==> config.mk <==
export PLATFORM = sky130hd
export DESIGN_NAME = posix_cksum_crc32_top
export DESIGN_NICKNAME = d
export VERILOG_FILES = /design/src/pcc_pkg.sv /design/src/pcc_front.sv /design/src/pcc_queue.sv /design/src/pcc_back.sv /design/src/posix_cksum_crc32_top.sv
export SDC_FILE = /design/constraint.sdc
export NUM_CORES = 1
export LEC_CHECK = 0
export BUFFER_PORTS_ARGS = -buffer_cell sky130_fd_sc_hd__buf_4
export CORE_MARGIN = 2
export CORE_UTILIZATION = 45
export DETAILED_ROUTE_END_ITERATION = 12
export PLACE_DENSITY = 0.71
export SLEW_MARGIN = 0
export SYNTH_ARGS = -nofsm -noshare
export SYNTH_HDL_FRONTEND = slang
export SYNTH_SLANG_ARGS = --single-unit
export TNS_END_PERCENT = 100
==> constraint.sdc <==
create_clock -name aclk -period 6.5 [get_ports aclk]
set_input_delay 0.975 -clock aclk [delete_from_list [all_inputs] [get_ports aclk]]
set_output_delay 0.975 -clock aclk [all_outputs]
set_load 0.01 [all_outputs]
==> src/pcc_pkg.sv <==
`timescale 1ns / 1ps
// ----------------------------------------------------------------------------
// pcc_pkg
// Shared types, constants and the crc byte step for the cksum crc-32 block.
// ----------------------------------------------------------------------------
package pcc_pkg;

    localparam logic [31:0] CRC_POLY  = 32'h04C1_1DB7;
    localparam logic [31:0] COUNT_MAX = 32'hFFFF_FFFF;

    // one classified item travelling from the front to the back
    typedef struct packed {
        logic [31:0] count;  // byte count after this item (valid on last)
        logic        ovf;    // count has overflowed for this message
        logic        last;   // final byte of the message
        logic        fold;   // byte goes into the crc
        logic [7:0]  data;
    } pcc_item_t;

    typedef enum logic [0:0] {
        ST_DATA,
        ST_LEN
    } pcc_state_t;

    // msb-first crc over one byte, eight shift steps
    function automatic logic [31:0] fold_byte(input logic [31:0] crc_in,
                                              input logic [7:0]  byte_in);
        logic [31:0] crc;
        crc = crc_in ^ {byte_in, 24'h0};
        for (int b = 0; b < 8; b++) begin
            if (crc[31]) begin
                crc = {crc[30:0], 1'b0} ^ CRC_POLY;
            end else begin
                crc = {crc[30:0], 1'b0};
            end
        end
        return crc;
    endfunction

endpackage

==> src/pcc_front.sv <==
`timescale 1ns / 1ps
// ----------------------------------------------------------------------------
// pcc_front
// Accepts message bytes, keeps the byte count and marks each item.
// ----------------------------------------------------------------------------
module pcc_front
    import pcc_pkg::*;
(
    input  logic        aclk,
    input  logic        aresetn,
    input  logic        s_tvalid,
    output logic        s_tready,
    input  logic [7:0]  s_data,
    input  logic        s_last,
    input  logic        q_full,
    output logic        q_push,
    output pcc_item_t   q_item
);

    logic [31:0] count_reg, count_next;
    logic        ovf_reg, ovf_next;
    logic        fold;

    assign s_tready = !q_full;
    assign q_push   = s_tvalid && !q_full;

    always_comb begin
        count_next = count_reg;
        ovf_next   = ovf_reg;
        fold       = 1'b0;
        if (!ovf_reg) begin
            if (count_reg == COUNT_MAX) begin
                ovf_next = 1'b1;
            end else begin
                count_next = count_reg + 32'd1;
                fold       = 1'b1;
            end
        end
    end

    always_comb begin
        q_item.count = count_next;
        q_item.ovf   = ovf_next;
        q_item.last  = s_last;
        q_item.fold  = fold;
        q_item.data  = s_data;
    end

    always_ff @(posedge aclk) begin
        if (!aresetn) begin
            count_reg <= '0;
            ovf_reg   <= 1'b0;
        end else if (q_push) begin
            // the count starts again with the next message
            if (s_last) begin
                count_reg <= '0;
                ovf_reg   <= 1'b0;
            end else begin
                count_reg <= count_next;
                ovf_reg   <= ovf_next;
            end
        end
    end

    // once overflowed, the count stays saturated until the message ends
    a_ovf_saturated: assert property (@(posedge aclk) disable iff (!aresetn)
        ovf_reg |-> count_reg == COUNT_MAX)
        else $error("overflow flag set with unsaturated count");

endmodule

==> src/pcc_queue.sv <==
`timescale 1ns / 1ps
// ----------------------------------------------------------------------------
// pcc_queue
// Short first-in first-out queue of classified items between front and back.
// ----------------------------------------------------------------------------
module pcc_queue
    import pcc_pkg::*;
#(
    parameter int DEPTH = 4
) (
    input  logic      aclk,
    input  logic      aresetn,
    input  logic      push,
    input  pcc_item_t push_item,
    output logic      full,
    input  logic      pop,
    output logic      valid,
    output pcc_item_t head_item
);

    localparam int AW = (DEPTH > 1) ? $clog2(DEPTH) : 1;
    localparam int CW = $clog2(DEPTH + 1);
    localparam logic [AW-1:0] LAST_PTR = AW'(DEPTH - 1);
    localparam logic [CW-1:0] DEPTH_CNT = CW'(DEPTH);

    pcc_item_t     mem [DEPTH];
    logic [AW-1:0] wr_ptr_reg, rd_ptr_reg;
    logic [CW-1:0] cnt_reg;
    logic          do_push, do_pop;

    assign full      = cnt_reg == DEPTH_CNT;
    assign valid     = cnt_reg != '0;
    assign head_item = mem[rd_ptr_reg];
    assign do_push   = push && !full;
    assign do_pop    = pop && valid;

    always_ff @(posedge aclk) begin
        if (do_push) begin
            mem[wr_ptr_reg] <= push_item;
        end
    end

    always_ff @(posedge aclk) begin
        if (!aresetn) begin
            wr_ptr_reg <= '0;
            rd_ptr_reg <= '0;
            cnt_reg    <= '0;
        end else begin
            if (do_push) begin
                wr_ptr_reg <= (wr_ptr_reg == LAST_PTR) ? '0 : wr_ptr_reg + AW'(1);
            end
            if (do_pop) begin
                rd_ptr_reg <= (rd_ptr_reg == LAST_PTR) ? '0 : rd_ptr_reg + AW'(1);
            end
            if (do_push && !do_pop) begin
                cnt_reg <= cnt_reg + CW'(1);
            end else if (do_pop && !do_push) begin
                cnt_reg <= cnt_reg - CW'(1);
            end
        end
    end

    a_cnt_bound: assert property (@(posedge aclk) disable iff (!aresetn)
        cnt_reg <= DEPTH_CNT)
        else $error("queue fill beyond depth");

endmodule

==> src/pcc_back.sv <==
`timescale 1ns / 1ps
// ----------------------------------------------------------------------------
// pcc_back
// Crc engine: folds data bytes, appends the length and registers the result;
// an overflowed message gives checksum 0 with the overflow flag instead.
module pcc_back
    import pcc_pkg::*;
(
    input  logic        aclk,
    input  logic        aresetn,
    input  logic        q_valid,
    input  pcc_item_t   q_item,
    output logic        q_pop,
    output logic        m_tvalid,
    input  logic        m_tready,
    output logic [31:0] m_checksum,
    output logic        m_overflow
);

    pcc_state_t  state_reg, state_next;
    logic [31:0] crc_reg;
    logic [31:0] len_reg;
    logic        out_valid_reg;
    logic [31:0] checksum_reg;
    logic        ovf_out_reg;
    logic        out_free;
    logic        emit;

    assign out_free   = !out_valid_reg || m_tready;
    assign m_tvalid   = out_valid_reg;
    assign m_checksum = checksum_reg;
    assign m_overflow = ovf_out_reg;

    // next state
    always_comb begin
        state_next = state_reg;
        case (state_reg)
            ST_DATA: begin
                if (q_pop && q_item.last && !q_item.ovf) begin
                    state_next = ST_LEN;
                end
            end
            ST_LEN: begin
                if (len_reg == '0 && out_free) begin
                    state_next = ST_DATA;
                end
            end
            default: state_next = ST_DATA;
        endcase
    end

    // control outputs
    always_comb begin
        q_pop = 1'b0;
        emit  = 1'b0;
        case (state_reg)
            ST_DATA: begin
                // an overflowed last item emits straight away, so needs the slot
                q_pop = q_valid && (!q_item.last || !q_item.ovf || out_free);
                emit  = q_pop && q_item.last && q_item.ovf;
            end
            ST_LEN: begin
                emit = (len_reg == '0) && out_free;
            end
            default: begin
                q_pop = 1'b0;
                emit  = 1'b0;
            end
        endcase
    end

    always_ff @(posedge aclk) begin
        if (!aresetn) begin
            state_reg     <= ST_DATA;
            crc_reg       <= '0;
            out_valid_reg <= 1'b0;
        end else begin
            state_reg <= state_next;
            if (state_reg == ST_DATA) begin
                if (q_pop) begin
                    if (q_item.last && q_item.ovf) begin
                        crc_reg <= '0;
                    end else if (q_item.fold) begin
                        crc_reg <= fold_byte(crc_reg, q_item.data);
                    end
                end
            end else if (len_reg != '0) begin
                crc_reg <= fold_byte(crc_reg, len_reg[7:0]);
            end else if (emit) begin
                crc_reg <= '0;
            end
            if (emit) begin
                out_valid_reg <= 1'b1;
            end else if (m_tready) begin
                out_valid_reg <= 1'b0;
            end
        end
    end

    always_ff @(posedge aclk) begin
        if (state_reg == ST_DATA) begin
            if (q_pop && q_item.last) begin
                len_reg <= q_item.count;
            end
        end else if (len_reg != '0) begin
            len_reg <= len_reg >> 8;
        end
        if (emit) begin
            if (state_reg == ST_LEN) begin
                checksum_reg <= ~crc_reg;
                ovf_out_reg  <= 1'b0;
            end else begin
                checksum_reg <= '0;
                ovf_out_reg  <= 1'b1;
            end
        end
    end

    // the length is appended one byte a cycle, low byte first
    a_len_shift: assert property (@(posedge aclk) disable iff (!aresetn)
        (state_reg == ST_LEN && len_reg != '0) |=> len_reg == ($past(len_reg) >> 8))
        else $error("length not shifted by one byte");

    a_ovf_zero: assert property (@(posedge aclk) disable iff (!aresetn)
        (out_valid_reg && ovf_out_reg) |-> checksum_reg == '0)
        else $error("overflowed result with nonzero checksum");

endmodule

==> src/posix_cksum_crc32_top.sv <==
`timescale 1ns / 1ps
// ----------------------------------------------------------------------------
// posix_cksum_crc32_top
// Posix cksum crc-32 over a byte stream with the byte count appended.
// ----------------------------------------------------------------------------
// Message bytes are taken one per cycle while the queue is not full; the front
// counts them and hands each item through a QUEUE_DEPTH-entry queue to the crc
// engine, which folds one byte per cycle while items wait and it takes data. After
// the last byte of a message the engine folds in the length low byte first, up to
// its highest nonzero byte (one to four bytes), then registers the result once the
// output slot is free; the queue lets the next message stream in meanwhile.
// A message whose count passes 2^32-1 yields checksum 0 with the overflow flag.
module posix_cksum_crc32_top
    import pcc_pkg::*;
#(
    parameter int QUEUE_DEPTH = 4
) (
    input  logic        aclk,
    input  logic        aresetn,
    input  logic        s_tvalid,
    output logic        s_tready,
    input  logic [7:0]  s_tdata,   // [7:0] data_byte
    input  logic        s_tlast,
    output logic        m_tvalid,
    input  logic        m_tready,
    output logic [31:0] m_tdata,   // [31:0] checksum
    output logic        m_tuser    // [0] length_overflow
);

    pcc_item_t front_item;
    pcc_item_t head_item;
    logic      q_push, q_full, q_pop, q_valid;

    pcc_front u_front (
        .aclk     (aclk),
        .aresetn  (aresetn),
        .s_tvalid (s_tvalid),
        .s_tready (s_tready),
        .s_data   (s_tdata),
        .s_last   (s_tlast),
        .q_full   (q_full),
        .q_push   (q_push),
        .q_item   (front_item)
    );

    pcc_queue #(
        .DEPTH (QUEUE_DEPTH)
    ) u_queue (
        .aclk      (aclk),
        .aresetn   (aresetn),
        .push      (q_push),
        .push_item (front_item),
        .full      (q_full),
        .pop       (q_pop),
        .valid     (q_valid),
        .head_item (head_item)
    );

    pcc_back u_back (
        .aclk       (aclk),
        .aresetn    (aresetn),
        .q_valid    (q_valid),
        .q_item     (head_item),
        .q_pop      (q_pop),
        .m_tvalid   (m_tvalid),
        .m_tready   (m_tready),
        .m_checksum (m_tdata),
        .m_overflow (m_tuser)
    );

endmodule
==> results.py <==
metrics = {
    "critical_path": {
        "worstSetupPathType": "reg -> reg",
        "cp-endpoint": "u_queue.cnt_reg[2]",
        "cp.required_ns": 6.94,
        "r2r_end": "u_queue.cnt_reg[2]",
        "path_max_fanout": 33,
        "crit_path_end_kind": "flip-flop",
        "cp-start-kind": "flip-flop",
        "cp_data_arrival_time_ns": 3.95,
        "r2r_setup_slack_ns": 2.98,
        "worstRegToRegCells": 11,
    },
    "clocking": {
        "htreeDepth": 2,
        "cts_resized": 0,
        "clock_sinks": 313,
        "clk_pin_slew_ns": 0.06,
        "insertion_delay_ns": 0.53,
        "cts_buffers": 34,
        "ctsHoldBuffers": 0,
        "ctsRootBufferMaster": "clkbuf_16",
        "cts_tree": "built",
        "clk_path_buf_depth": 3,
        "post_cts_buffers": 0,
    },
    "hold_path": {
        "hold_class": "reg -> reg",
    },
    "timing": {
        "rsz0062_at_grt": "no",
        "worst_pin_slew_ns": 1.059,
        "setup_viol_count_final": 0,
        "slew_headroom_pct": 29.43,
        "finClkSkew_ns": 0.02179,
        "slew_violations": 0,
        "finalHoldViolCount": 0,
        "setup_tns_ns": 0,
        "period_share_pct": 54.08,
        "max_freq_ghz": 0.2845,
        "fin_crit_ns": 3.516,
    },
    "global_routing": {
        "grt_max_degree": 69,
        "grt_pass1_vias": 8734,
        "grt_pass1_wl_mm": 49.78,
        "grt.overflow.total": 0,
        "antenna_found_initial": 0,
        "grt_usage_pct": 19.19,
    },
    "floorplanning": {
        "dieArea_mm2": 0.03355,
        "start_util_pct": 45.78,
        "pin_count": 48,
        "die_w_um": 183.2,
        "die_h_um": 183.2,
        "core_mm2": 0.03156,
        "rows": 65,
    },
    "synth": {
        "synth.most_common_cell": "edfxtp_1",
        "yosys.cell_types.count": 74,
        "yosysTopAreaCell": "edfxtp_1",
        "ys_seq_area_share_pct": 59.80,
        "syn_nets": 1110,
        "synthCells": 1089,
        "synth.top_cells.by_count": "237 x edfxtp_1, 117 x nand2_1, 81 x xnor2_1",
        "synth_ff_type": "edfxtp_1",
        "syn_area_mm2": 0.01445,
        "async_flop_share_pct": 0,
        "synth-edff-count": 237,
        "yosysTopAreaCellShare_pct": 49.27,
        "yosys-top-cells-area": "edfxtp_1 49%, dfxtp_1 11%, mux4_2 6.4%",
        "synth_seq_cells": 313,
        "syn_area_per_cell_um2": 13.26,
        "yosys_warnings": 0,
    },
    "routing": {
        "drc_errors": 0,
        "dr.pass1.iters": 7,
        "first_iter_violations": 806,
        "routed_via_density": 5.835,
        "route.vias.total": 9027,
        "wl_per_cell_um": 20.66,
        "ant_nets": 0,
        "wl_mm": 31.96,
    },
    "power_and_ir_drop": {
        "peakVddDrop_uv": 349.5,
        "p_leak_nw": 5.534,
        "power_density_mw_per_mm2": 581.0,
    },
    "layout": {
        "diodes": 0,
        "fin_cells": 1547,
        "syn_to_final_growth_pct": 12.43,
        "regMostFlops": "u_queue.mem",
        "n_fill_cell": 2627,
        "fin_nets": 1140,
        "largest_reg_flops": 172,
        "drive_gt1_share_pct": 15.81,
    },
    "place": {
        "port_buffers": 47,
        "dp_cells": 1485,
        "hpwl_mm": 20.16,
        "gp_congestion": 0.8734,
    },
    "job": {
        "drv_cap": 0,
    },
    "status": {
        "status": "completed",
    },
}
[critical path: stages, from the launching register on]
cell and delay (ns):
dfxtp_2 0.53, buf_4 0.51, mux4_2 0.45, and2_1 0.20, a21boi_0 0.43, inv_1 0.19, ha_1 0.26, inv_1 0.09
fa_1 0.18, xor2_1 0.09, or3_1 0.33, a21oi_1 0.16
[cell usage in the layout (no fill, tap or decap), types with 8 or more instances in the layout]
cell / Yosys / routed
o31ai_1: 9 / 9
mux4_2: 41 / 41
or3_1: 15 / 15
edfxtp_1: 237 / 237
xnor3_1: 10 / 10
nand3_1: 22 / 22
xor2_1: 34 / 34
clkbuf_1: 43 / 13
nor4_1: 12 / 12
buf_4: 2 / 61
a21oi_1: 45 / 45
inv_1: 17 / 16
dfxtp_1: 76 / 74
a41oi_1: 8 / 8
nor2_1: 71 / 70
clkbuf_16: 0 / 35
nand2_1: 117 / 117
a221oi_1: 12 / 12
a31oi_1: 13 / 13
and2_1: 12 / 12
xnor2_2: 9 / 9
o21ai_0: 35 / 34
xnor2_1: 81 / 81
nand4_1: 18 / 18
nor3_1: 9 / 9
[area by class of cell]
cell class / count / area, µm² / share of cell area, %
multi-input cells: 690 / 5434 / 33.46
well taps: 402 / 503.0 / 3.097
clock inverters: 12 / 181.4 / 1.117
flip-flops and latches: 313 / 8641 / 53.20
repair buffers: 61 / 457.9 / 2.820
clock buffers: 50 / 952.2 / 5.863
inverters: 19 / 71.32 / 0.4391
[worst min-delay path by stage]
stage,start,to,slack [ns],cells past startpoint
after floorplan,u_back.crc_reg[15],u_back.crc_reg[15],0.46,2
after global placement,u_back.crc_reg[22],u_back.crc_reg[22],0.48,2
after detailed placement,u_back.crc_reg[22],u_back.crc_reg[22],0.50,2
after CTS,u_back.crc_reg[22],u_back.crc_reg[22],0.50,2
after global routing,u_back.crc_reg[22],u_back.crc_reg[22],0.52,2
final,u_queue.wr_ptr_reg[1],u_queue.wr_ptr_reg[1],0.51,2
[routing by layer]
layer  GRT usage [%]  up-vias  wire length [µm]
li1                -     4152                 -
met1           25.63     4481             13490
met2           32.06      324             15660
met3           2.840       70              1777
met4           6.944        0              1022
met5               0        -                 0
[power breakdown]
group | internal (mW) | switching [mW]
logic | 2.11 | 2.46
registers | 2.62 | 0.295
clock network | 1.18 | 0.767
total | 5.91 | 3.52
[kinds of logic after synthesis]
| logic type | share of synthesized area, % |
|---|---|
| adders and majority gates | 0.7449 |
| muxes | 7.103 |
| buffers and inverters | 2.633 |
| DFF | 59.80 |
| AOI/OAI and AO/OA | 8.567 |
| and+or+nand+nor | 10.21 |
| xor gates and xnor gates | 10.94 |
[metrics by stage]
| stage | util [%] | hold slack (ns) | instance area [µm²] | total power, mW | worst slack (ns) |
|---|---|---|---|---|---|
| after floorplan | - | 0.4568 | 14450 | 6.510 | 3.470 |
| after global placement | 47.87 | 0.4789 | 15110 | 7.410 | 3.025 |
| after detailed placement | 47.87 | 0.4975 | 15110 | 7.475 | 2.929 |
| after CTS | 51.47 | 0.5049 | 16240 | 9.465 | 2.936 |
| after global routing | 51.47 | 0.5226 | 16240 | 9.930 | 2.655 |
| final | 51.47 | 0.5100 | 16240 | 9.436 | 2.984 |
No activity file was read; power rests on OpenSTA's default activity.
